==> src/trq_pkg.sv <==
// Shared types, constants and helper functions for the trackball rotator.
package trq_pkg;

   localparam int COORD_BITS = 12;
   localparam int FRAC_BITS = 14;
   localparam int QW = FRAC_BITS + 2;
   localparam int DIM_BITS = 13;
   localparam int DIV_NUM_BITS = 34;
   localparam int DIV_DEN_BITS = 16;
   localparam int FIFO_DEPTH = 2;

   localparam logic [63:0] GAIN_INV_Q32 = 64'h0000_0000_9B74_EDA8;
   localparam logic signed [19:0] CORDIC_X0 =
      20'((GAIN_INV_Q32 + (64'd1 << (31 - FRAC_BITS))) >> (32 - FRAC_BITS));

   typedef logic [1:0] cmd_type;
   localparam cmd_type CMD_START = 2'd0;
   localparam cmd_type CMD_MOVE  = 2'd1;
   localparam cmd_type CMD_END   = 2'd2;
   localparam cmd_type CMD_INIT  = 2'd3;

   localparam logic REG_VIEW_WIDTH  = 1'b0;
   localparam logic REG_VIEW_HEIGHT = 1'b1;

   typedef logic [8:0][QW-1:0] mat_type;
   typedef logic [3:0][QW-1:0] quat_type;

   localparam logic [QW-1:0] ONE_Q = QW'(1) << FRAC_BITS;
   localparam mat_type IDENT_MAT = {ONE_Q, {3{QW'(0)}}, ONE_Q, {3{QW'(0)}}, ONE_Q};
   localparam quat_type IDENT_QUAT = {{3{QW'(0)}}, ONE_Q};

   typedef struct packed {
      cmd_type cmd;
      logic signed [COORD_BITS:0] diff_x;
      logic signed [COORD_BITS:0] diff_y;
   } item_type;

   typedef struct packed {
      logic start;
      logic [DIV_NUM_BITS-1:0] num;
      logic [DIV_DEN_BITS-1:0] den;
   } div_req_type;

   typedef struct packed {
      logic done;
      logic [DIV_NUM_BITS-1:0] quo;
   } div_rsp_type;

   function automatic logic signed [QW-1:0] sat_q(input logic signed [20:0] v);
      if (v > 21'sd32767) begin
         return 16'sh7FFF;
      end else if (v < -21'sd32768) begin
         return 16'sh8000;
      end
      return v[QW-1:0];
   endfunction

   function automatic logic [31:0] atan_turn(input logic [4:0] k);
      case (k)
         5'd0:  return 32'h20000000;
         5'd1:  return 32'h12E4051D;
         5'd2:  return 32'h09FB385B;
         5'd3:  return 32'h051111D4;
         5'd4:  return 32'h028B0D43;
         5'd5:  return 32'h0145D7E1;
         5'd6:  return 32'h00A2F61E;
         5'd7:  return 32'h00517C55;
         5'd8:  return 32'h0028BE53;
         5'd9:  return 32'h00145F2E;
         5'd10: return 32'h000A2F98;
         5'd11: return 32'h000517CC;
         5'd12: return 32'h00028BE6;
         5'd13: return 32'h000145F3;
         5'd14: return 32'h0000A2F9;
         5'd15: return 32'h0000517C;
         5'd16: return 32'h000028BE;
         5'd17: return 32'h0000145F;
         5'd18: return 32'h00000A2F;
         5'd19: return 32'h00000517;
         5'd20: return 32'h0000028B;
         5'd21: return 32'h00000145;
         5'd22: return 32'h000000A2;
         5'd23: return 32'h00000051;
         5'd24: return 32'h00000028;
         5'd25: return 32'h00000014;
         5'd26: return 32'h0000000A;
         5'd27: return 32'h00000005;
         5'd28: return 32'h00000002;
         5'd29: return 32'h00000001;
         default: return 32'h00000000;
      endcase
   endfunction

endpackage

==> src/trq_if.sv <==
// Request and response channel interfaces.
interface trq_req_if;
   import trq_pkg::*;
   logic valid;
   logic ready;
   logic [1:0] command;
   logic [COORD_BITS-1:0] pos_x;
   logic [COORD_BITS-1:0] pos_y;
   modport source (output valid, output command, output pos_x, output pos_y, input ready);
   modport sink (input valid, input command, input pos_x, input pos_y, output ready);
endinterface


==> src/trq_front.sv <==
// Front end: takes request transfers, tracks the drag anchor, forms offsets.
module trq_front (
   input  logic clock,
   input  logic reset,
   trq_req_if.sink req_chan,
   input  logic fifo_full,
   output logic push,
   output trq_pkg::item_type push_item
);
   import trq_pkg::*;

   logic [COORD_BITS-1:0] anchor_x_ff, anchor_x_in;
   logic [COORD_BITS-1:0] anchor_y_ff, anchor_y_in;

   assign req_chan.ready = !fifo_full;
   assign push = req_chan.valid && !fifo_full;

   always_comb begin
      push_item.cmd = req_chan.command;
      push_item.diff_x = signed'({1'b0, req_chan.pos_x}) - signed'({1'b0, anchor_x_ff});
      push_item.diff_y = signed'({1'b0, req_chan.pos_y}) - signed'({1'b0, anchor_y_ff});
      anchor_x_in = anchor_x_ff;
      anchor_y_in = anchor_y_ff;
      if (push && req_chan.command == CMD_START) begin
         anchor_x_in = req_chan.pos_x;
         anchor_y_in = req_chan.pos_y;
      end
   end

   always_ff @(posedge clock) begin
      if (reset) begin
         anchor_x_ff <= '0;
         anchor_y_ff <= '0;
      end else begin
         anchor_x_ff <= anchor_x_in;
         anchor_y_ff <= anchor_y_in;
      end
   end
endmodule

==> src/flat_wrapper.sv <==
// flat-port wrapper written by rule: the top's interface ports become plain ports
module trq_front_flat import trq_pkg::*;
  (clock, reset, fifo_full, push, push_item, req_chan_valid, req_chan_command, req_chan_pos_x, req_chan_pos_y, req_chan_ready);
  trq_req_if req_chan_i ();
  input  logic clock;
  input  logic reset;
  input  logic fifo_full;
  output logic push;
  output trq_pkg::item_type push_item;
  input wire logic [$bits(req_chan_i.valid)-1:0] req_chan_valid;
  input wire logic [$bits(req_chan_i.command)-1:0] req_chan_command;
  input wire logic [$bits(req_chan_i.pos_x)-1:0] req_chan_pos_x;
  input wire logic [$bits(req_chan_i.pos_y)-1:0] req_chan_pos_y;
  output wire logic [$bits(req_chan_i.ready)-1:0] req_chan_ready;
  assign req_chan_i.valid = req_chan_valid;
  assign req_chan_i.command = req_chan_command;
  assign req_chan_i.pos_x = req_chan_pos_x;
  assign req_chan_i.pos_y = req_chan_pos_y;
  assign req_chan_ready = req_chan_i.ready;
  trq_front u_core (.clock(clock), .reset(reset), .req_chan(req_chan_i), .fifo_full(fifo_full), .push(push), .push_item(push_item));
endmodule
==> config.mk <==
export PLATFORM = sky130hd
export DESIGN_NAME = trq_front_flat
export DESIGN_NICKNAME = d
export VERILOG_FILES = /design/src/trq_pkg.sv /design/src/trq_if.sv /design/src/trq_front.sv /design/src/flat_wrapper.sv
export SDC_FILE = /design/constraint.sdc
export NUM_CORES = 1
export LEC_CHECK = 0
export BUFFER_PORTS_ARGS = -buffer_cell sky130_fd_sc_hd__buf_2
export CORE_MARGIN = 2
export CORE_UTILIZATION = 52
export CTS_CLUSTER_SIZE = 12
export DETAILED_ROUTE_END_ITERATION = 6
export PLACE_DENSITY = 0.8
export SLEW_MARGIN = 0
export SYNTH_ARGS = -nofsm -noshare
export SYNTH_HDL_FRONTEND = slang
export SYNTH_SLANG_ARGS = --single-unit
export TNS_END_PERCENT = 100
==> constraint.sdc <==
create_clock -name clock -period 2.6 [get_ports clock]
set_input_delay 0.39 -clock clock [delete_from_list [all_inputs] [get_ports clock]]
set_output_delay 0.39 -clock clock [all_outputs]
set_load 0.02 [all_outputs]
==> results.json <==
{
  "die_y_um": 67.3,
  "synth.distinct_cells": 43,
  "synth_area_leaders": "dfxtp_1 23%, ha_1 14%, a21oi_1 10%",
  "endpoint_kind": "primary output",
  "maxCapViolations": 0,
  "die_area_mm2": 0.00453,
  "dp_worst_setup_slack_ns": 0.117,
  "design_area_mm2": 0.00253,
  "tightest_slew_ns": 0.792,
  "insertion_delay_ns": 0.26,
  "synth_common_cells": "56 x nand2_1, 42 x a21oi_1, 35 x inv_1, 24 x dfxtp_1, 24 x ha_1",
  "cp.arrival_ns": 2.09,
  "synthMuxAreaShare_pct": 0.480,
  "ys_seq_elements": 24,
  "async_flop_share_pct": 0,
  "ant_nets": 0,
  "grt_max_degree": 25,
  "hold_class": "primary input to flip-flop",
  "synth_flop_cell": "dfxtp_1",
  "synthMostInstantiatedCell": "nand2_1",
  "fin_util_pct": 64.6,
  "cts_tree": "built",
  "synth_xor_area_share_pct": 6.72,
  "io_buffer_count": 59,
  "cts_made_buffers": 3,
  "synth_top_cell_by_area": "dfxtp_1",
  "cp.depth": 8,
  "htreeDepth": 1,
  "fin_nets": 395,
  "p_seq_share_pct": 34.0,
  "r2r-start": "u_core.anchor_y_ff[1]",
  "crit_buf_inv": 1,
  "synth_edf_count": 0,
  "antenna_found_initial": 0,
  "diodes": 0,
  "drive_gt1_share_pct": 24.3,
  "drtIter0Drc": 63,
  "period_share_pct": 95.2,
  "detail_route.wl_per_cell_um": 11.8,
  "rsz0062_at_grt": "yes",
  "p_sw_uw": 369,
  "drtPass1Iterations": 6,
  "die_w_um": 67.3,
  "crit_path_start_kind": "flip-flop",
  "avgSynthCellArea_um2": 7.31,
  "gp_congestion": 0.866,
  "core-area_mm2": 0.00391,
  "dp_cells": 384,
  "outcome": "complete, no violations",
  "synthesis.area_mm2": 0.00208,
  "pwr_density_cell_mw_per_mm2": 441,
  "hold_buffers": 0,
  "grt_pass1_wl_mm": 7.72,
  "r2r_end": "u_core.anchor_y_ff[1]",
  "r2r_slack_ns": 1.94,
  "start_util_pct": 53.3,
  "synth-simple-area-share_pct": 19.3,
  "area_growth_pct": 21.3,
  "setup_violations": 0,
  "syn-num-nets": 341,
  "grt_overflow": 0,
  "dp_hpwl_mm": 3.45,
  "synth_fa_ha_area_share_pct": 16.3,
  "setup_ws_ns": 0.124,
  "synth_warnings": 0,
  "p_sw_share_pct": 33.0,
  "path_cells": "ha_1 > fa_2 > nor2b_2 > o21ai_1 > nand2b_1 > a31oi_1 > o31a_1 > buf_2",
  "yosysSeqAreaShare_pct": 23.0,
  "crit_path_max_incr_delay_ns": 0.37,
  "cts_sinks": 24,
  "clkPwrFrac_pct": 28.8,
  "final_cells": 388,
  "intPower_uw": 747,
  "max-slew-margin-rel_pct": 47.2,
  "drc": 0,
  "clockBufferDepth": 2,
  "synth_top_family_by_area": "compound AO/OA/AOI/OAI gates",
  "drv_slew": 0,
  "tns_ns": 0,
  "via_count": 2066,
  "drt-total-wl_mm": 4.57,
  "p_leak_uw": 0.00107,
  "worstHoldPathCells": 3,
  "crit_family": "adder cells",
  "fmax_ghz": 0.404,
  "combPwrFrac_pct": 37.2,
  "fin_skew_ns": 0,
  "routed_via_density": 5.32,
  "grt_usage_pct": 21.5,
  "synth_compound_area_share_pct": 24.9,
  "min_to": "u_core.anchor_y_ff[0]",
  "hold_viol": 0,
  "synth_top_area_share_pct": 23.0,
  "grt_pass1_vias": 1908,
  "holdCritStartpoint": "req_chan_pos_y[0]",
  "cts-root-buf": "clkbuf_8",
  "path_clk_slew_ns": 0.09,
  "path_class": "flip-flop to primary output",
  "core.rowCount": 23,
  "dpl-instance-area_mm2": 0.00239,
  "r2r_cells": 2,
  "crit_fanout": 2,
  "required_ns": 2.21,
  "irDropWorstVdd_uv": 479,
  "synthesis.instances": 285,
  "fin_crit_ns": 2.48,
  "io_pins": 60,
  "worst_path_max_delay_cell": "fa_2"
}
-- through the flow --
stage / power [µW] / hold WS (ns)
6_report: 1120 / 0.365
5_1_grt: 1180 / 0.365
3_3_place_gp: 782 / 0.443
4_1_cts: 1110 / 0.361
3_5_place_dp: 786 / 0.447
2_1_floorplan: 671 / 0.430
-- timing repair --
action,CTS,global route
gates resized for setup,1,12
pin swaps,0,3
hold endpoints to repair,0,0
buffers inserted,0,0
setup endpoints to repair,1,10
-- power by group through the flow --
stage                     clock network, µW  registers (µW)  logic (µW)
after floorplan                           0             387         284
after global placement                    0             387         395
after detailed placement                  0             388         399
after CTS                               333             379         403
after global routing                    344             380         461
final                                   321             379         416
-- cell families (layout without fill, tap and decap cells) --
family / after synthesis / in the layout
adder cells (fa/ha/maj): 26 / 26
buffers and inverters: 47 / 100
AO/OA/AOI/OAI: 82 / 82
XOR/XNOR: 16 / 16
flip-flops: 24 / 24
multiplexers: 1 / 1
AND/OR/NAND/NOR: 89 / 89
-- worst register-to-register path: stages (launching register included) --
cell and delay [ns]:
dfxtp_1 0.39, nand2_1 0.06, a21oi_1 0.15
-- worst max-delay path by stage --
stage	slack, ns	from	endpoint
2_1_floorplan	0.25	req_chan_pos_y[0]	push_item[8]
3_3_place_gp	0.15	req_chan_pos_x[0]	push_item[25]
3_5_place_dp	0.12	req_chan_pos_y[0]	push_item[8]
4_1_cts	0.03	u_core.anchor_y_ff[0]	push_item[8]
5_1_grt	-0.02	u_core.anchor_y_ff[2]	push_item[12]
6_report	0.12	u_core.anchor_x_ff[0]	push_item[25]
-- state kept, by name, summed over array words and instances, names as in the netlist --
signal / flops
u_core.anchor_x_ff: 12
u_core.anchor_y_ff: 12
-- area by class of cell --
| cell class | count | area (µm²) |
|---|---|---|
| Multi-Input combinational cell | 214 | 1470 |
| Sequential cell | 24 | 482 |
| Clock buffer | 3 | 41.3 |
| Inverter | 36 | 135 |
| Timing Repair Buffer | 60 | 310 |
| Tap cell | 50 | 62.6 |
| Fill cell | 366 | 1390 |
| Clock inverter | 1 | 30.0 |
-- cells in the final DEF, fill, tap and decap left out, drive strengths merged, types with 2 or more instances in the layout --
cell	synthesis	routed
or2	2	2
fa	2	2
nand2	56	56
and3	2	2
o21bai	4	4
nand3	5	5
inv	36	36
clkbuf	3	3
nor3	4	4
a41oi	2	2
o31a	2	2
dfxtp	24	24
a21oi	43	43
and2	3	3
o21a	3	3
a211oi	2	2
nor2b	3	3
buf	8	60
nor2	9	9
a31oi	2	2
a21o	9	9
xnor2	9	9
ha	24	24
xor2	7	7
o21ai	11	11
-- routing by layer --
layer	part of all wire, %	global-route usage, %	wire length [µm]
met1	43	23.6	1970
met3	4.3	5.00	196
met5	0	0	0
met4	0.66	4.85	30
met2	52	41.3	2370
Power figures use the tool's default switching activity.
