[config.mk]
export PLATFORM = sky130hd
export DESIGN_NAME = trq_div
export DESIGN_NICKNAME = d
export VERILOG_FILES = /design/src/trq_pkg.sv /design/src/trq_div.sv
export SDC_FILE = /design/constraint.sdc
export NUM_CORES = 1
export LEC_CHECK = 0
export BUFFER_PORTS_ARGS = -buffer_cell sky130_fd_sc_hd__clkbuf_2
export CAP_MARGIN = 0
export CORE_ASPECT_RATIO = 1.25
export CORE_MARGIN = 10
export CORE_UTILIZATION = 39
export CTS_CLUSTER_SIZE = 12
export DETAILED_ROUTE_END_ITERATION = 8
export SLEW_MARGIN = 20
export SYNTH_ARGS = -nofsm -noshare
export SYNTH_HDL_FRONTEND = slang
export SYNTH_SLANG_ARGS = --single-unit
export TNS_END_PERCENT = 20
[constraint.sdc]
create_clock -name clock -period 6.3 [get_ports clock]
set_input_delay 1.26 -clock clock [delete_from_list [all_inputs] [get_ports clock]]
set_output_delay 1.26 -clock clock [all_outputs]
set_load 0.1 [all_outputs]
[src/trq_pkg.sv]
// Shared types, constants and helper functions for the trackball rotator.
package trq_pkg;

   localparam int COORD_BITS = 12;
   localparam int FRAC_BITS = 14;
   localparam int QW = FRAC_BITS + 2;
   localparam int DIM_BITS = 13;
   localparam int DIV_NUM_BITS = 34;
   localparam int DIV_DEN_BITS = 16;
   localparam int FIFO_DEPTH = 2;

   localparam logic [63:0] GAIN_INV_Q32 = 64'h0000_0000_9B74_EDA8;
   localparam logic signed [19:0] CORDIC_X0 =
      20'((GAIN_INV_Q32 + (64'd1 << (31 - FRAC_BITS))) >> (32 - FRAC_BITS));

   typedef logic [1:0] cmd_type;
   localparam cmd_type CMD_START = 2'd0;
   localparam cmd_type CMD_MOVE  = 2'd1;
   localparam cmd_type CMD_END   = 2'd2;
   localparam cmd_type CMD_INIT  = 2'd3;

   localparam logic REG_VIEW_WIDTH  = 1'b0;
   localparam logic REG_VIEW_HEIGHT = 1'b1;

   typedef logic [8:0][QW-1:0] mat_type;
   typedef logic [3:0][QW-1:0] quat_type;

   localparam logic [QW-1:0] ONE_Q = QW'(1) << FRAC_BITS;
   localparam mat_type IDENT_MAT = {ONE_Q, {3{QW'(0)}}, ONE_Q, {3{QW'(0)}}, ONE_Q};
   localparam quat_type IDENT_QUAT = {{3{QW'(0)}}, ONE_Q};

   typedef struct packed {
      cmd_type cmd;
      logic signed [COORD_BITS:0] diff_x;
      logic signed [COORD_BITS:0] diff_y;
   } item_type;

   typedef struct packed {
      logic start;
      logic [DIV_NUM_BITS-1:0] num;
      logic [DIV_DEN_BITS-1:0] den;
   } div_req_type;

   typedef struct packed {
      logic done;
      logic [DIV_NUM_BITS-1:0] quo;
   } div_rsp_type;

   function automatic logic signed [QW-1:0] sat_q(input logic signed [20:0] v);
      if (v > 21'sd32767) begin
         return 16'sh7FFF;
      end else if (v < -21'sd32768) begin
         return 16'sh8000;
      end
      return v[QW-1:0];
   endfunction

   function automatic logic [31:0] atan_turn(input logic [4:0] k);
      case (k)
         5'd0:  return 32'h20000000;
         5'd1:  return 32'h12E4051D;
         5'd2:  return 32'h09FB385B;
         5'd3:  return 32'h051111D4;
         5'd4:  return 32'h028B0D43;
         5'd5:  return 32'h0145D7E1;
         5'd6:  return 32'h00A2F61E;
         5'd7:  return 32'h00517C55;
         5'd8:  return 32'h0028BE53;
         5'd9:  return 32'h00145F2E;
         5'd10: return 32'h000A2F98;
         5'd11: return 32'h000517CC;
         5'd12: return 32'h00028BE6;
         5'd13: return 32'h000145F3;
         5'd14: return 32'h0000A2F9;
         5'd15: return 32'h0000517C;
         5'd16: return 32'h000028BE;
         5'd17: return 32'h0000145F;
         5'd18: return 32'h00000A2F;
         5'd19: return 32'h00000517;
         5'd20: return 32'h0000028B;
         5'd21: return 32'h00000145;
         5'd22: return 32'h000000A2;
         5'd23: return 32'h00000051;
         5'd24: return 32'h00000028;
         5'd25: return 32'h00000014;
         5'd26: return 32'h0000000A;
         5'd27: return 32'h00000005;
         5'd28: return 32'h00000002;
         5'd29: return 32'h00000001;
         default: return 32'h00000000;
      endcase
   endfunction

endpackage

[src/trq_div.sv]
// Serial restoring divider, one quotient bit per cycle.
module trq_div (
   input  logic clock,
   input  logic reset,
   input  trq_pkg::div_req_type req,
   output trq_pkg::div_rsp_type rsp
);
   import trq_pkg::*;

   localparam int CntW = $clog2(DIV_NUM_BITS + 1);

   logic busy_ff, busy_in, done_ff, done_in;
   logic [CntW-1:0] cnt_ff, cnt_in;
   logic [DIV_DEN_BITS-1:0] rem_ff, rem_in, den_ff, den_in;
   logic [DIV_NUM_BITS-1:0] quo_ff, quo_in;
   logic [DIV_DEN_BITS:0] trial, diff;
   logic ge;

   assign rsp.done = done_ff;
   assign rsp.quo = quo_ff;

   always_comb begin
      trial = {rem_ff, quo_ff[DIV_NUM_BITS-1]};
      diff = trial - {1'b0, den_ff};
      ge = trial >= {1'b0, den_ff};
      busy_in = busy_ff;
      done_in = 1'b0;
      cnt_in = cnt_ff;
      rem_in = rem_ff;
      den_in = den_ff;
      quo_in = quo_ff;
      if (req.start) begin
         busy_in = 1'b1;
         cnt_in = CntW'(DIV_NUM_BITS);
         rem_in = '0;
         den_in = req.den;
         quo_in = req.num;
      end else if (busy_ff) begin
         rem_in = ge ? diff[DIV_DEN_BITS-1:0] : trial[DIV_DEN_BITS-1:0];
         quo_in = {quo_ff[DIV_NUM_BITS-2:0], ge};
         cnt_in = cnt_ff - 1'b1;
         if (cnt_ff == CntW'(1)) begin
            busy_in = 1'b0;
            done_in = 1'b1;
         end
      end
   end

   always_ff @(posedge clock) begin
      rem_ff <= rem_in;
      den_ff <= den_in;
      quo_ff <= quo_in;
      cnt_ff <= cnt_in;
      if (reset) begin
         busy_ff <= 1'b0;
         done_ff <= 1'b0;
      end else begin
         busy_ff <= busy_in;
         done_ff <= done_in;
      end
   end
endmodule

==> impl_metrics.yaml, run 1 <==
finish:
  antenna_cells: 0
  finalNetCount: 511
  drive_above_1_share_pct: 32.9
  fill_cells: 957
  layout.cells.non_filler: 570
  area_growth_pct: 20.6
floorplanning:
  core_area_um2: 9710
  die_w_um: 110
  dieHeight_um: 132
  dieArea_um2: 14500
  initial_core_util_pct: 40.3
  placementRows: 40
  io_pins: 88
yosys:
  syn_area_um2: 3920
  synth_fa_ha_area_share_pct: 6.26
  synth_xor_area_share_pct: 2.68
  async_reset_ff_share_pct: 0
  synth_cells: 355
  synth-seq-cells: 74
  synth.yosys.seq_area_share_pct: 50.6
  synth_edf_count: 50
  synth_area_per_cell_um2: 11.0
  ys.warnings.count: 0
  synth_top_family_by_area: "compound AO/OA/AOI/OAI gates"
  synth_top_area_cell: "edfxtp_1"
  synth.top_cell.area_share_pct: 38.4
  ys.flop_type: "edfxtp_1"
  synth-simple-area-share_pct: 12.1
  synthMuxAreaShare_pct: 10.0
  syn_nets: 427
  yosysUniqueCellTypes: 55
  synth.area.top_cells: "edfxtp_1 38%, dfxtp_1 12%, mux2_2 9.5%"
  synth-compound-area-share_pct: 14.0
clock_tree:
  cts_buffers: 9
  cts_buffer_depth: 2
  cts_resized: 0
  ctsHoldBuffers: 0
  cts_setup_buffers: 0
  cts_tree: "built"
  clkLatencyLatePin_ns: 0.34
  htreeDepth: 3
  clock-sinks: 74
  cts-root-buf: "clkbuf_16"
  clkTransAtPathRegs_ns: 0.06
placement:
  post-dp-hpwl_mm: 7.13
  place.gp.congestion: 0.875
  placed_cells: 554
  io_buffers: 87
drt:
  ant_nets: 0
  detail_route.wl_per_cell_um: 16.8
  drtPass1Iterations: 5
  via_per_inst: 5.30
  via_count: 3022
  wl_mm: 9.60
  drc_errors: 0
  first_iter_violations: 197
worst_setup_path:
  crit_path_max_fanout: 22
  cp.required_ns: 6.55
  arrival_ns: 3.14
  start_kind: "register"
  r2r_slack_ns: 3.41
  crit_type: "register to register"
  end_kind: "register"
global_route:
  grt_use_total_pct: 14.0
  overflow: 0
  first_global_vias: 3274
  grt_first_pass_wirelength_mm: 16.1
  grt_max_degree: 38
  antenna_found_initial: 0
timing:
  worst_slew_pin_slew_ns: 0.852
  fin_skew_ns: 0.00724
  drv_slew: 0
  rsz0062_at_grt: "no"
  relSlewSlack_pct: 43.0
  max_freq_mhz: 346
  period_share_pct: 45.9
  hold_viol: 0
  finalSetupViolCount: 0
  fin_tns_setup_ns: 0
  min_period_ns: 2.89
power:
  p_leak_nw: 1.98
  vdd_ir_drop_max_mv: 0.164
  power_density_nw_per_um2: 303
worst_hold_path:
  min_path_type: "register to register"
flow_run:
  cap_violations: 0
outcome:
  status: "finished clean"
## cell families after synthesis
| group | count (synthesis) |
|---|---|
| AND/OR/NAND/NOR | 97 |
| AO/OA/AOI/OAI | 77 |
| flip-flops | 74 |
| buffers and inverters | 41 |
| multiplexers | 35 |
| adder cells (fa/ha/maj) | 19 |
| XOR/XNOR | 12 |
## where the power goes
| group | leakage (nW) | switching (mW) | internal (mW) | total [mW] |
|---|---|---|---|---|
| clock network | 0.133 | 0.198 | 0.268 | 0.465 |
| registers | 0.695 | 0.0236 | 0.567 | 0.590 |
| logic | 1.15 | 0.278 | 0.0985 | 0.376 |
## worst paths after layout
| path | from | to | cells past startpoint |
|---|---|---|---|
| setup reg to reg | rem_ff[10] | rem_ff[15] | 7 |
| setup / recovery | rem_ff[10] | rem_ff[15] | 7 |
| hold reg to reg | rem_ff[1] | rem_ff[2] | 2 |
| hold / removal | rem_ff[1] | rem_ff[2] | 2 |
## routing by layer
| metal | wire [µm] | share of wire, % | global-route usage, % | vias to the layer above |
|---|---|---|---|---|
| li1 | - | - | - | 1482 |
| met1 | 4030 | 42 | 15.9 | 1449 |
| met2 | 4740 | 49 | 22.7 | 74 |
| met3 | 643 | 6.7 | 5.28 | 17 |
| met4 | 191 | 2.0 | 5.51 | 0 |
| met5 | 0 | 0 | 0 | - |
## registers in the layout (all words and copies together) (netlist names)
name / count
busy_ff: 1
cnt_ff: 6
den_ff: 16
done_ff: 1
quo_ff: 34
rem_ff: 16
## cell usage after synthesis (all sizes together) (3+ instances only)
cell	number
clkbuf	11
a211o	3
a21o	6
nor3	3
nand3	11
edfxtp	50
nor4	4
a211oi	4
mux2	33
nand2b	5
buf	6
nand4	3
inv	23
dfxtp	24
xor2	3
nor2	25
ha	18
and3	5
o21ai	11
o311a	3
o211ai	8
a21oi	22
nand2	29
a311oi	4
xnor2	9
## placed cells by master, fill, tap and decap left out, drive strengths merged, types with 4 or more instances in the layout
cell type   n
o21ai      11
a211oi      4
nor2       25
and3        5
o211ai      8
inv        24
clkbuf     97
a21o        6
nand3      11
edfxtp     50
nand2      29
clkinv      5
ha         18
a21oi      22
xnor2       9
dfxtp      24
a311oi      4
nand2b      5
mux2       33
nor4        4
## area by class of cell
cell class	count	area, µm²	area share [%]
well taps	126	158	3.34
clock inverters	6	43.8	0.927
clock buffers	10	229	4.85
multi-input cells	240	1760	37.3
flip-flops and latches	74	1980	42.0
inverters	24	90.1	1.91
repair buffers	90	458	9.70
## worst max-delay path: stages, from the launching register on
cell and delay (ns):
dfxtp_1 0.35, ha_1 0.48, nand4_1 0.18, or4_1 0.55, and3_4 0.20, a31oi_4 0.58
nand2_1 0.22, o221ai_1 0.24
## per-stage QoR
stage	setup slack [ns]	cell area (µm²)	power, mW	hold WS, ns	util [%]
global route	3.13	4720	1.50	0.533	48.6
CTS	3.42	4720	1.45	0.501	48.6
finish	3.41	4720	1.43	0.497	48.6
floorplan	3.47	3920	0.900	0.447	-
global placement	3.16	4450	0.974	0.488	45.8
detailed placement	3.09	4450	0.979	0.493	45.8
No activity file was read; power rests on OpenSTA's default activity.
==> inputs of run 2 (changes only) <==
==> constraint.sdc (replaced) <==
create_clock -name clock -period 2.7 [get_ports clock]
set_input_delay 0.54 -clock clock [delete_from_list [all_inputs] [get_ports clock]]
set_output_delay 0.54 -clock clock [all_outputs]
set_load 0.1 [all_outputs]
==> impl_metrics.yaml, run 2 (synthesized netlist as in run 1, its figures left out) <==
outcome:
  status: "finished clean"
finish:
  fill_cells: 902
  regMostFlops: "quo_ff"
  drive_above_1_share_pct: 35.0
  layout_common_cells: "87 x clkbuf_2, 50 x edfxtp_1, 33 x mux2_2"
  area_growth_pct: 23.9
  finalInstanceArea_um2: 4850
  largest_reg_flops: 34
  layout_top_registers: "quo_ff (34), den_ff (16), rem_ff (16)"
  final_common_cell: "clkbuf_2"
  final_core_util_pct: 50.0
  finalNetCount: 521
  antenna_cells: 0
worst_setup_path:
  crit_type: "register to register"
  start_kind: "register"
  crit_path_max_fanout: 8
  end_kind: "register"
  setup.worst_path.start: "den_ff[8]"
  reg2reg_from: "den_ff[8]"
  arrival_ns: 2.74
  cp.required_ns: 2.91
power:
  power.share.combinational_pct: 26.3
  p_switching_mw: 1.19
  netSwitchingFraction_pct: 34.2
  total_power_mw: 3.47
  internal-power_mw: 2.29
  seqPwrFrac_pct: 39.6
  pwr-share-clk_pct: 34.1
  vdd_ir_drop_max_mv: 0.475
  p_leak_nw: 2.03
  power_density_nw_per_um2: 716
clock_tree:
  ctsHoldBuffers: 0
  cts_buffers: 9
  cts_resized: 0
  htreeDepth: 3
  cts-root-buf: "clkbuf_16"
  clkTransAtPathRegs_ns: 0.06
  cts_setup_buffers: 0
  cts_tree: "built"
  clkLatencyLatePin_ns: 0.33
  cts_buffer_depth: 2
  clock-sinks: 74
drt:
  wl_mm: 9.80
  detail_route.wl_per_cell_um: 16.9
  drc_errors: 0
  first_iter_violations: 142
  via_count: 3062
  drtPass1Iterations: 4
  via_per_inst: 5.28
  ant_nets: 0
placement:
  place_ws_ns: 0.205
  post-dp-hpwl_mm: 7.34
  io_buffers: 87
  dpl_cell_area_um2: 4560
  place.gp.congestion: 0.934
timing:
  fin_tns_setup_ns: 0
  period_share_pct: 93.5
  rsz0062_at_grt: "no"
  min_period_ns: 2.52
  finalSetupViolCount: 0
  worst_slew_pin_slew_ns: 0.550
  relSlewSlack_pct: 63.0
  fin_skew_ns: 0.00505
  hold_viol: 0
  drv_slew: 0
  setup_slack_ns: 0.175
  max_freq_mhz: 396
global_route:
  overflow: 0
  grt_max_degree: 35
  grt_use_total_pct: 14.1
  first_global_vias: 3330
  grt_first_pass_wirelength_mm: 16.3
  antenna_found_initial: 0
floorplanning:
  core_area_um2: 9710
  io_pins: 88
  dieArea_um2: 14500
  initial_core_util_pct: 40.3
  dieHeight_um: 132
  placementRows: 40
  die_w_um: 110
worst_hold_path:
  worstHoldStart: "reset"
  min_path_type: "primary input to register"
flow_run:
  cap_violations: 0
## run 2: cell types whose count changed in the layout (fill, tap and decap cells not counted), sizes merged
| cell | delta |
|---|---|
| clkinvlp | +2 |
| clkinv | -2 |
| buf | +10 |
| bufinv | +1 |
| clkbuf | -1 |
## run 2: final timing paths
path	endpoint	slack, ns	cells past startpoint
min	busy_ff	0.38	2
min reg2reg	rem_ff[4]	0.49	2
max reg2reg	rem_ff[11]	0.18	8
max	rem_ff[11]	0.18	8
## run 2: area by class of cell
class	count	area (µm²)	share of cell area [%]
multi-input cells	240	1780	36.7
clock inverters	7	68.8	1.42
clock buffers	9	225	4.64
flip-flops and latches	74	1980	40.9
inverters	24	90.1	1.86
well taps	126	158	3.25
repair buffers	100	546	11.2
## run 2: worst max-delay path, cell delays in order, from the launching register on
cell and delay, ns:
edfxtp_1 0.33, inv_1 0.04, ha_1 0.42, nand4_2 0.19
or4_1 0.55, and3_4 0.20, a31o_2 0.32, a32oi_1 0.25
o21ai_0 0.11
## run 2: power by group through the flow
stage	clock network (mW)	registers (mW)	logic (mW)
floorplan	0	1.78	0.328
global placement	0	1.40	0.903
detailed placement	0	1.40	0.912
CTS	1.21	1.38	0.916
global route	1.26	1.39	0.975
finish	1.18	1.37	0.913
## run 2: per-layer routing
layer	up-vias	routed length, µm	global-route usage (%)
li1	1500	-	-
met1	1456	4020	16.0
met2	90	4710	22.2
met3	16	815	6.26
met4	0	246	6.38
met5	-	0	0
## run 2: stage by stage
step                hold WS, ns  instances
floorplan                 0.447        355
global placement          0.473        564
detailed placement        0.487        564
CTS                       0.363        580
global route              0.364        580
finish                    0.375        580
