**src/trq_pkg.sv**
```systemverilog
// Shared types, constants and helper functions for the trackball rotator.
package trq_pkg;

   localparam int COORD_BITS = 12;
   localparam int FRAC_BITS = 14;
   localparam int QW = FRAC_BITS + 2;
   localparam int DIM_BITS = 13;
   localparam int DIV_NUM_BITS = 34;
   localparam int DIV_DEN_BITS = 16;
   localparam int FIFO_DEPTH = 2;

   localparam logic [63:0] GAIN_INV_Q32 = 64'h0000_0000_9B74_EDA8;
   localparam logic signed [19:0] CORDIC_X0 =
      20'((GAIN_INV_Q32 + (64'd1 << (31 - FRAC_BITS))) >> (32 - FRAC_BITS));

   typedef logic [1:0] cmd_type;
   localparam cmd_type CMD_START = 2'd0;
   localparam cmd_type CMD_MOVE  = 2'd1;
   localparam cmd_type CMD_END   = 2'd2;
   localparam cmd_type CMD_INIT  = 2'd3;

   localparam logic REG_VIEW_WIDTH  = 1'b0;
   localparam logic REG_VIEW_HEIGHT = 1'b1;

   typedef logic [8:0][QW-1:0] mat_type;
   typedef logic [3:0][QW-1:0] quat_type;

   localparam logic [QW-1:0] ONE_Q = QW'(1) << FRAC_BITS;
   localparam mat_type IDENT_MAT = {ONE_Q, {3{QW'(0)}}, ONE_Q, {3{QW'(0)}}, ONE_Q};
   localparam quat_type IDENT_QUAT = {{3{QW'(0)}}, ONE_Q};

   typedef struct packed {
      cmd_type cmd;
      logic signed [COORD_BITS:0] diff_x;
      logic signed [COORD_BITS:0] diff_y;
   } item_type;

   typedef struct packed {
      logic start;
      logic [DIV_NUM_BITS-1:0] num;
      logic [DIV_DEN_BITS-1:0] den;
   } div_req_type;

   typedef struct packed {
      logic done;
      logic [DIV_NUM_BITS-1:0] quo;
   } div_rsp_type;

   function automatic logic signed [QW-1:0] sat_q(input logic signed [20:0] v);
      if (v > 21'sd32767) begin
         return 16'sh7FFF;
      end else if (v < -21'sd32768) begin
         return 16'sh8000;
      end
      return v[QW-1:0];
   endfunction

   function automatic logic [31:0] atan_turn(input logic [4:0] k);
      case (k)
         5'd0:  return 32'h20000000;
         5'd1:  return 32'h12E4051D;
         5'd2:  return 32'h09FB385B;
         5'd3:  return 32'h051111D4;
         5'd4:  return 32'h028B0D43;
         5'd5:  return 32'h0145D7E1;
         5'd6:  return 32'h00A2F61E;
         5'd7:  return 32'h00517C55;
         5'd8:  return 32'h0028BE53;
         5'd9:  return 32'h00145F2E;
         5'd10: return 32'h000A2F98;
         5'd11: return 32'h000517CC;
         5'd12: return 32'h00028BE6;
         5'd13: return 32'h000145F3;
         5'd14: return 32'h0000A2F9;
         5'd15: return 32'h0000517C;
         5'd16: return 32'h000028BE;
         5'd17: return 32'h0000145F;
         5'd18: return 32'h00000A2F;
         5'd19: return 32'h00000517;
         5'd20: return 32'h0000028B;
         5'd21: return 32'h00000145;
         5'd22: return 32'h000000A2;
         5'd23: return 32'h00000051;
         5'd24: return 32'h00000028;
         5'd25: return 32'h00000014;
         5'd26: return 32'h0000000A;
         5'd27: return 32'h00000005;
         5'd28: return 32'h00000002;
         5'd29: return 32'h00000001;
         default: return 32'h00000000;
      endcase
   endfunction

endpackage

```
**src/trq_fifo.sv**
```systemverilog
// Short queue of classified items between front and back end.
module trq_fifo (
   input  logic clock,
   input  logic reset,
   input  logic push,
   input  trq_pkg::item_type push_item,
   output logic full,
   input  logic pop,
   output logic valid,
   output trq_pkg::item_type head
);
   import trq_pkg::*;

   localparam int PtrW = $clog2(FIFO_DEPTH);
   localparam int CntW = $clog2(FIFO_DEPTH + 1);

   item_type mem [FIFO_DEPTH];
   logic [PtrW-1:0] wr_ptr_ff, wr_ptr_in, rd_ptr_ff, rd_ptr_in;
   logic [CntW-1:0] count_ff, count_in;

   assign full = count_ff == CntW'(FIFO_DEPTH);
   assign valid = count_ff != '0;
   assign head = mem[rd_ptr_ff];

   always_comb begin
      wr_ptr_in = wr_ptr_ff;
      rd_ptr_in = rd_ptr_ff;
      count_in = count_ff;
      if (push) begin
         wr_ptr_in = (wr_ptr_ff == PtrW'(FIFO_DEPTH - 1)) ? '0 : wr_ptr_ff + 1'b1;
      end
      if (pop) begin
         rd_ptr_in = (rd_ptr_ff == PtrW'(FIFO_DEPTH - 1)) ? '0 : rd_ptr_ff + 1'b1;
      end
      if (push && !pop) begin
         count_in = count_ff + 1'b1;
      end else if (pop && !push) begin
         count_in = count_ff - 1'b1;
      end
   end

   always_ff @(posedge clock) begin
      if (push) begin
         mem[wr_ptr_ff] <= push_item;
      end
   end

   always_ff @(posedge clock) begin
      if (reset) begin
         wr_ptr_ff <= '0;
         rd_ptr_ff <= '0;
         count_ff <= '0;
      end else begin
         wr_ptr_ff <= wr_ptr_in;
         rd_ptr_ff <= rd_ptr_in;
         count_ff <= count_in;
      end
   end
endmodule

```
**config.mk**
```make
export PLATFORM = sky130hd
export DESIGN_NAME = trq_fifo
export DESIGN_NICKNAME = d
export VERILOG_FILES = /design/src/trq_pkg.sv /design/src/trq_fifo.sv
export SDC_FILE = /design/constraint.sdc
export NUM_CORES = 1
export LEC_CHECK = 0
export BUFFER_PORTS_ARGS = -buffer_cell sky130_fd_sc_hd__buf_2
export CORE_MARGIN = 3
export CORE_UTILIZATION = 55
export DETAILED_ROUTE_END_ITERATION = 6
export GPL_TIMING_DRIVEN = 0
export PLACE_DENSITY_LB_ADDON = 0.15
export RECOVER_POWER = 50
export SYNTH_ARGS = -nofsm -noshare
export SYNTH_HDL_FRONTEND = slang
export SYNTH_SLANG_ARGS = --single-unit
```
**constraint.sdc**
```tcl
create_clock -name clock -period 3.03 [get_ports clock]
set_input_delay 0.1515 -clock clock [delete_from_list [all_inputs] [get_ports clock]]
set_output_delay 0.1515 -clock clock [all_outputs]
set_load 0.005 [all_outputs]
```
==> results of run 1 <==
==> area by class of cell <==
class	instances	area, um^2
clock buffers	11	131
inverters	1	3.75
repair buffers	62	322
flip-flops and latches	61	1780
multi-input cells	44	422
clock inverters	4	16.3
fillers	243	1030
well taps	48	60.1
plain buffers	3	27.5
==> worst max-delay path, delay by kind of cell (launching register included) <==
| family | cells | cell delay (ps) |
|---|---|---|
| flip-flops | 1 | 330 |
| buffers and inverters | 1 | 240 |
| AND/OR/NAND/NOR | 1 | 1020 |
==> through the flow <==
step	worst slack [ps]	instances	util [%]	power, mW	area (um^2)
floorplan	1020	109	-	1.12	2230
global placement	459	218	68.4	1.20	2600
detailed placement	1230	219	69.2	1.21	2630
CTS	1210	234	73.1	1.76	2780
global route	1000	234	72.8	1.82	2760
finish	1150	234	72.8	1.74	2760
==> power by group through the flow <==
stage / logic, mW / registers, mW / clock network (mW)
after floorplan: 0.109 / 1.01 / 0
after global placement: 0.187 / 1.01 / 0
after detailed placement: 0.201 / 1.01 / 0
after CTS: 0.203 / 0.996 / 0.560
after global routing: 0.217 / 1.00 / 0.602
final: 0.196 / 0.996 / 0.544
==> cell usage after synthesis <==
| cell type | number | area, um^2 |
|---|---|---|
| dfxtp_1 | 5 | 100 |
| or2_2 | 1 | 6.26 |
| o21ai_0 | 1 | 5.00 |
| buf_6 | 2 | 22.5 |
| inv_1 | 1 | 3.75 |
| nor2_1 | 4 | 15.0 |
| mux2_2 | 28 | 315 |
| and2b_2 | 1 | 8.76 |
| xnor2_1 | 2 | 17.5 |
| or3_1 | 1 | 6.26 |
| nor2b_1 | 1 | 6.26 |
| and2_1 | 1 | 6.26 |
| ha_1 | 1 | 12.5 |
| buf_2 | 1 | 5.00 |
| xor2_1 | 2 | 17.5 |
| edfxtp_1 | 56 | 1680 |
| a21oi_1 | 1 | 5.00 |
==> flip-flops by register name, summed over array words and instances, names as in the netlist, named ones only <==
name and flops:
wr_ptr_ff 1, mem 56, rd_ptr_ff 1, count_ff 2
==> cells by family (layout without fill, tap and decap cells) <==
| kind of cell | count (synthesis) | count (layout) | share of synthesized area, % |
|---|---|---|---|
| AOI/OAI and AO/OA | 2 | 2 | 0.447 |
| xor gates and xnor gates | 4 | 4 | 1.57 |
| adders and majority gates | 1 | 1 | 0.560 |
| buffers and inverters | 4 | 81 | 1.40 |
| DFF | 61 | 61 | 79.7 |
| muxes | 28 | 28 | 14.1 |
| and+or+nand+nor | 9 | 9 | 2.18 |
==> layer usage <==
metal	part of all wire (%)	wire length [um]	up-vias	global-route usage [%]
li1	-	-	562	-
met1	39	1330	548	16.9
met2	51	1740	41	24.4
met3	7.8	263	8	5.80
met4	1.7	59	0	8.94
met5	0	0	-	0
==> worst paths after layout <==
| check | from | endpoint | slack, ps | cells past startpoint |
|---|---|---|---|---|
| max | wr_ptr_ff | mem[0][15] | 1150 | 2 |
| max reg2reg | wr_ptr_ff | mem[0][15] | 1150 | 2 |
| min reg2reg | count_ff[1] | count_ff[1] | 500 | 2 |
| min | push_item[7] | mem[0][7] | 20 | 1 |
==> qor.csv, run 1 <==
stage,metric,value,unit
floorplanning,Die Width,69.7,um
setup_path,kind of critical path,register to register,
timing,"Slew Viols, Final",0,
floorplanning,I/O pin total,62,
route,DRC,0,
floorplanning,FP Rows,22,
timing,WHS,19.1,ps
pwr,Reg power frac,57.4,%
timing,Final period util,62.2,%
pwr,P_int,1.37,mW
clock_network,CTS tree,yes,
timing,RSZ-0062 raised after global routing,false,
route,vias,1159,
pwr,Logic pwr share,11.3,%
setup_path,worst path cell trace,nor2b_1 -> buf_16,
clock_network,Worst-path clk slew,60,ps
pwr,power share of the clock group,31.3,%
clock_network,CTS buffer count,9,
route,1st-pass router iterations,4,
place,GPL Wtd Cong,0.686,
clock_network,post_cts resized,0,
clock_network,CTS Hold Bufs,0,
setup_path,Critical Path End Type,register,
global_route,initial antenna violation count,0,
run_status,outcome,"finished, final reports clean",
pwr,sw power,0.365,mW
timing,setup TNS,0,ps
timing,clk_skew,7.57,ps
floorplanning,core area,3800,um^2
setup_path,Critical Path Max Stage Delay,1020,ps
clock_network,Max clock buf depth,2,
setup_path,worst-path fanout max,16,
floorplanning,die area,4860,um^2
setup_path,Worst EP required,3050,ps
layout,"commonest non-fill, non-tap cell in the layout",edfxtp_1,
timing,final hold viol count,0,
timing,minimum clock period,1880,ps
flow_run,Max Cap Viol,0,
clock_network,clk root buf,clkbuf_8,
setup_path,critical path arrival,1910,ps
logic_synthesis,cell count after synthesis,109,
route,vias per cell,4.95,
pwr,Leak,1.05,nW
setup_path,slowest CP cell,nor2b_1,
logic_synthesis,post-synthesis sequential area ratio,79.7,%
pwr,power density over cell area,628,nW/um^2
place,Port Buffer Count,61,
route,antenna-violating nets left,0,
clock_network,CTS sink count,61,
logic_synthesis,Syn Nets,142,
global_route,GR Overflow Total,0,
layout,ANT cells,0,
logic_synthesis,Mapped Area,2230,um^2
place,detailed placement HPWL,2330,um
clock_network,worst skew pair latency,320,ps
layout,share of layout cells above drive strength 1,51.6,%
layout,Synth-to-Final Area Change,23.7,%
logic_synthesis,Yosys reg bits,61,
timing,fmax,531,MHz
layout,fin nets,215,
pwr,maximum vdd drop,334,uV
min_path,worst min path class,input port to register,
layout,most frequent cells in the layout,"edfxtp_1, buf_2, mux2_2",
timing,Worst-Margin Slew,1340,ps
global_route,largest net degree at the start of global routing,29,
pwr,switching share of power,21.1,%
clock_network,setup repair bufs after CTS,0,
logic_synthesis,Cell variety after synth,17,
floorplanning,Initial Util,58.8,%
global_route,Tot GR Track Use,15.1,%
floorplanning,Die Ht,69.7,um
timing,Max-slew headroom,10.4,%
global_route,first-pass GRT wire length,5470,um
route,Routed WL,3390,um
logic_synthesis,YS warnings,0,
timing,Final setup viols,0,
route,drt wl/cell,14.5,um
setup_path,startpoint types,register,
route,DRT iter0 DRCs,41,
logic_synthesis,Avg Inst Size Synth,20.5,um^2
clock_network,H-tree depth,3,
global_route,vias in the first global route,1222,
(Power assumes the default switching activity.)
==> run 2, diff against run 1 <==
--- a/config.mk
+++ b/config.mk
@@ -7,7 +7,7 @@
 export LEC_CHECK = 0
 export BUFFER_PORTS_ARGS = -buffer_cell sky130_fd_sc_hd__buf_2
 export CORE_MARGIN = 3
-export CORE_UTILIZATION = 55
+export CORE_UTILIZATION = 51
 export DETAILED_ROUTE_END_ITERATION = 6
 export GPL_TIMING_DRIVEN = 0
 export PLACE_DENSITY_LB_ADDON = 0.15
==> constraint.sdc (replaced) <==
create_clock -name clock -period 1.8 [get_ports clock]
set_input_delay 0.09 -clock clock [delete_from_list [all_inputs] [get_ports clock]]
set_output_delay 0.09 -clock clock [all_outputs]
set_load 0.005 [all_outputs]
==> qor.csv, run 2 (synthesized netlist as in run 1, its figures left out) <==
stage,metric,value,unit,change
run_status,outcome,"finished, final reports clean",,
pwr,Leak,1.15,nW,+9.8%
setup_path,Critical Path End Type,output pin,,
route,antenna-violating nets left,0,,unchanged
setup_path,"CP delay by family, top",buffers and inverters,,
setup_path,Worst Path Buf+Inv,3,,+2
place,placed cell area,2610,um^2,-0.95%
timing,clk_skew,3.33,ps,-4.25 ps
layout,post-route cell area,3060,um^2,+11%
route,vias per cell,4.80,,-3.0%
floorplanning,Initial Util,54.3,%,-4.5 points
layout,Biggest register,mem,,
layout,fin nets,243,,+13%
clock_network,CTS tree,yes,,
place,Port Buffer Count,61,,unchanged
place,placed insts,220,,+0.46%
global_route,first-pass GRT wire length,6380,um,+17%
setup_path,worst path cell trace,buf_2 -> buf_6 -> mux2_2 -> buf_2,,
clock_network,H-tree depth,3,,unchanged
layout,share of layout cells above drive strength 1,41.4,%,-10 points
clock_network,worst skew pair latency,320,ps,about the same
floorplanning,die area,5210,um^2,+7.2%
setup_path,critical path arrival,1540,ps,-370 ps
clock_network,setup repair bufs after CTS,0,,unchanged
clock_network,Worst-path clk slew,60,ps,about the same
timing,fmax,614,MHz,
layout,"commonest non-fill, non-tap cell in the layout",edfxtp_1,,
timing,Final period util,90.5,%,
floorplanning,core area,4120,um^2,+8.3%
timing,Worst-Margin Slew,811,ps,-530 ps
place,Place WS,-82.6,ps,-1310 ps
route,Routed WL,4070,um,+20%
layout,max reg flops,56,,unchanged
setup_path,worst-path fanout max,10,,-6
route,drt wl/cell,15.4,um,+6.0%
route,1st-pass router iterations,4,,unchanged
flow_run,Max Cap Viol,0,,unchanged
clock_network,CTS sink count,61,,unchanged
layout,biggest regs,"mem x56, count_ff x2",,
setup_path,"most used cell, CP",buf_2,,
setup_path,Critical Path Max Stage Delay,350,ps,-670 ps
place,GPL Wtd Cong,0.706,,+2.9%
floorplanning,FP Rows,23,,+4.5%
setup_path,r2r startpoint,wr_ptr_ff,,
clock_network,clk root buf,clkbuf_8,,
timing,minimum clock period,1630,ps,
global_route,vias in the first global route,1330,,+8.8%
setup_path,slowest CP cell,mux2_2,,
min_path,worst hold start,pop,,
timing,Max-slew headroom,45.8,%,+35 points
timing,WHS,45.0,ps,+25.9 ps
setup_path,Worst EP required,1710,ps,-1340 ps
global_route,largest net degree at the start of global routing,29,,unchanged
timing,Final WS setup,171,ps,-976 ps
global_route,Tot GR Track Use,17.1,%,+2.0 points
min_path,worst min path class,input port to register,,
timing,setup TNS,0,ps,unchanged
setup_path,startpoint types,register,,
route,DRT iter0 DRCs,81,,+98%
timing,RSZ-0062 raised after global routing,false,,
clock_network,Max clock buf depth,2,,unchanged
layout,final non-filler cell total,265,,+13%
pwr,power density over cell area,1030,nW/um^2,+65%
floorplanning,I/O pin total,62,,unchanged
layout,Synth-to-Final Area Change,36.8,%,
timing,"Slew Viols, Final",0,,unchanged
floorplanning,Die Width,72.2,um,+3.5%
route,vias,1273,,+9.8%
route,DRC,0,,unchanged
pwr,maximum vdd drop,566,uV,+69%
floorplanning,Die Ht,72.2,um,+3.5%
global_route,initial antenna violation count,0,,unchanged
place,detailed placement HPWL,2510,um,+7.7%
global_route,GR Overflow Total,0,,unchanged
layout,most frequent cells in the layout,"edfxtp_1, buf_2, dlygate4sd3_1",,
layout,ANT cells,0,,unchanged
setup_path,kind of critical path,register to output pin,,
timing,final hold viol count,0,,unchanged
clock_network,CTS buffer count,9,,unchanged
timing,Final setup viols,0,,unchanged
-- run 2: metal layers --
layer	GRT usage, %	wire length, um	vias up
met5	0	0	-
met4	7.52	78	0
met3	7.34	289	8
met2	29.4	2160	45
met1	18.2	1550	601
li1	-	-	619
-- run 2: what timing repair did --
item | 4_1_cts | 5_1_grt
gates resized for setup | 2 | 0
hold buffers | 29 | 0
hold endpoints to repair | 60 | 0
setup endpoints to repair | 56 | 0
-- run 2: worst min-delay path, stage by stage --
cell	delay, ps
buf_2	90
xnor2_1	70
nor2_1	80
-- run 2: worst paths after layout --
kind,cells past startpoint,end,slack (ps)
hold / removal,3,register,40
setup / recovery,4,head[3],170
hold reg to reg,2,count_ff[1],510
setup reg to reg,1,mem[1][0],410
-- run 2: power breakdown --
part / switching (mW) / internal, mW / leakage, nW
sequential: 0.0285 / 1.65 / 0.567
clock: 0.487 / 0.625 / 0.0972
combinational: 0.160 / 0.208 / 0.487
total: 0.676 / 2.48 / 1.15
-- run 2: cell type report --
type / instances / area, um^2
fill: 276 / 1060
timing repair buffer: 90 / 569
clock buffer: 10 / 128
sequential: 61 / 1780
clock inverter: 6 / 53.8
multi-input combinational: 44 / 430
buffer: 3 / 27.5
tap: 50 / 62.6
inverter: 1 / 3.75
-- run 2: per-stage QoR --
stage	util [%]	power [mW]
detailed placement	63.3	2.04
global route	74.3	3.29
finish	74.3	3.16
CTS	74.9	3.20
floorplan	-	1.88
global placement	63.3	2.02
==> run 3, diff against run 2 <==
==> constraint.sdc (replaced) <==
create_clock -name clock -period 1.73 [get_ports clock]
set_input_delay 0.0865 -clock clock [delete_from_list [all_inputs] [get_ports clock]]
set_output_delay 0.0865 -clock clock [all_outputs]
set_load 0.005 [all_outputs]
==> qor.csv, run 3 (synthesized netlist as in run 1, its figures left out) <==
stage,metric,value,unit,change
timing,Final setup viols,0,,unchanged
layout,final non-filler cell total,265,,unchanged
layout,"commonest non-fill, non-tap cell in the layout",edfxtp_1,,
clock_network,setup repair bufs after CTS,0,,unchanged
floorplanning,die area,5210,um^2,unchanged
pwr,power density over cell area,1070,nW/um^2,+4.0%
timing,minimum clock period,1580,ps,
clock_network,clk root buf,clkbuf_8,,
layout,ANT cells,0,,unchanged
timing,fmax,634,MHz,
min_path,worst min path class,input port to register,,
timing,Max-slew headroom,45.8,%,unchanged
timing,WHS,41.5,ps,-3.50 ps
flow_run,Max Cap Viol,0,,unchanged
floorplanning,Die Ht,72.2,um,unchanged
layout,Synth-to-Final Area Change,36.9,%,about the same
route,vias per cell,4.80,,unchanged
run_status,outcome,"finished, final reports clean",,
layout,"Core Util, Final",74.3,%,about the same
route,DRC,0,,unchanged
clock_network,CTS sink count,61,,unchanged
timing,final hold viol count,0,,unchanged
place,Port Buffer Count,61,,unchanged
route,Routed WL,4070,um,about the same
clock_network,H-tree depth,3,,unchanged
clock_network,CTS tree,yes,,
global_route,vias in the first global route,1330,,unchanged
layout,post-route cell area,3060,um^2,about the same
route,DRT iter0 DRCs,81,,unchanged
floorplanning,Initial Util,54.3,%,unchanged
clock_network,worst skew pair latency,320,ps,about the same
clock_network,Max clock buf depth,2,,unchanged
floorplanning,FP Rows,23,,unchanged
clock_network,CTS buffer count,9,,unchanged
route,1st-pass router iterations,4,,unchanged
clock_network,Worst-path clk slew,60,ps,about the same
global_route,initial antenna violation count,0,,unchanged
place,GPL Wtd Cong,0.706,,unchanged
floorplanning,Die Width,72.2,um,unchanged
timing,Final WS setup,152,ps,-19.1 ps
timing,RSZ-0062 raised after global routing,false,,
setup_path,critical path arrival,1490,ps,-50 ps
route,vias,1273,,unchanged
layout,Biggest register,mem,,
setup_path,startpoint types,register,,
setup_path,Worst EP required,1640,ps,-70 ps
setup_path,worst-path fanout max,10,,unchanged
place,placed insts,220,,unchanged
global_route,Tot GR Track Use,17.1,%,unchanged
timing,clk_skew,3.33,ps,unchanged
place,detailed placement HPWL,2510,um,unchanged
layout,max reg flops,56,,unchanged
route,drt wl/cell,15.4,um,about the same
layout,fin nets,243,,unchanged
pwr,Overall Power,3.29,mW,+4.1%
layout,most frequent cells in the layout,"edfxtp_1, buf_2, dlygate4sd3_1",,
setup_path,Critical Path End Type,output pin,,
min_path,WHS Path Cells,3,,unchanged
layout,share of layout cells above drive strength 1,41.4,%,unchanged
pwr,Leak,1.15,nW,about the same
route,antenna-violating nets left,0,,unchanged
setup_path,worst-case reg-to-reg path depth,1,,unchanged
timing,"Slew Viols, Final",0,,unchanged
setup_path,kind of critical path,register to output pin,,
global_route,first-pass GRT wire length,6380,um,unchanged
global_route,GR Overflow Total,0,,unchanged
layout,biggest regs,"mem x56, count_ff x2",,
timing,setup TNS,0,ps,unchanged
global_route,largest net degree at the start of global routing,29,,unchanged
floorplanning,I/O pin total,62,,unchanged
floorplanning,core area,4120,um^2,unchanged
pwr,maximum vdd drop,589,uV,+4.0%
place,Place WS,-153,ps,-70.0 ps
timing,Final period util,91.2,%,
place,placed cell area,2610,um^2,unchanged
timing,Worst-Margin Slew,811,ps,unchanged
-- run 3: layout make-up --
cell class / instances / area, um^2
flip-flops and latches: 61 / 1780
fillers: 274 / 1060
repair buffers: 90 / 569
multi-input cells: 44 / 430
clock buffers: 10 / 128
well taps: 50 / 62.6
clock inverters: 6 / 53.8
plain buffers: 3 / 30.0
inverters: 1 / 3.75
-- run 3: critical path, stage by stage (launching register included) --
cell and delay [ps]:
dfxtp_1 300, clkbuf_4 210, buf_6 170, mux2_2 350, buf_2 130
-- run 3: worst paths after layout --
path / from / to / slack [ps]
worst max-delay path: register / head[3] / 150
worst min-delay path: pop / register / 40
worst max register to register: wr_ptr_ff / mem[1][0] / 340
worst min register to register: count_ff[1] / count_ff[1] / 510
-- run 3: what timing repair did --
action / in CTS / in global routing
endpoints found under the hold margin: 61 / 0
pin swaps: 0 / 0
gates resized for setup: 2 / 1
endpoints found under the setup margin: 56 / 3
hold buffers: 29 / 0
-- run 3: report_power, final --
part | switching [mW] | internal (mW)
logic | 0.167 | 0.218
clock network | 0.507 | 0.650
registers | 0.0297 | 1.72
-- run 3: per-layer routing --
metal	GRT usage [%]	up-vias	part of all wire (%)
met2	29.4	45	53
met3	7.34	8	7.1
met5	0	-	0
met4	7.52	0	1.9
met1	18.2	601	38
li1	-	619	-
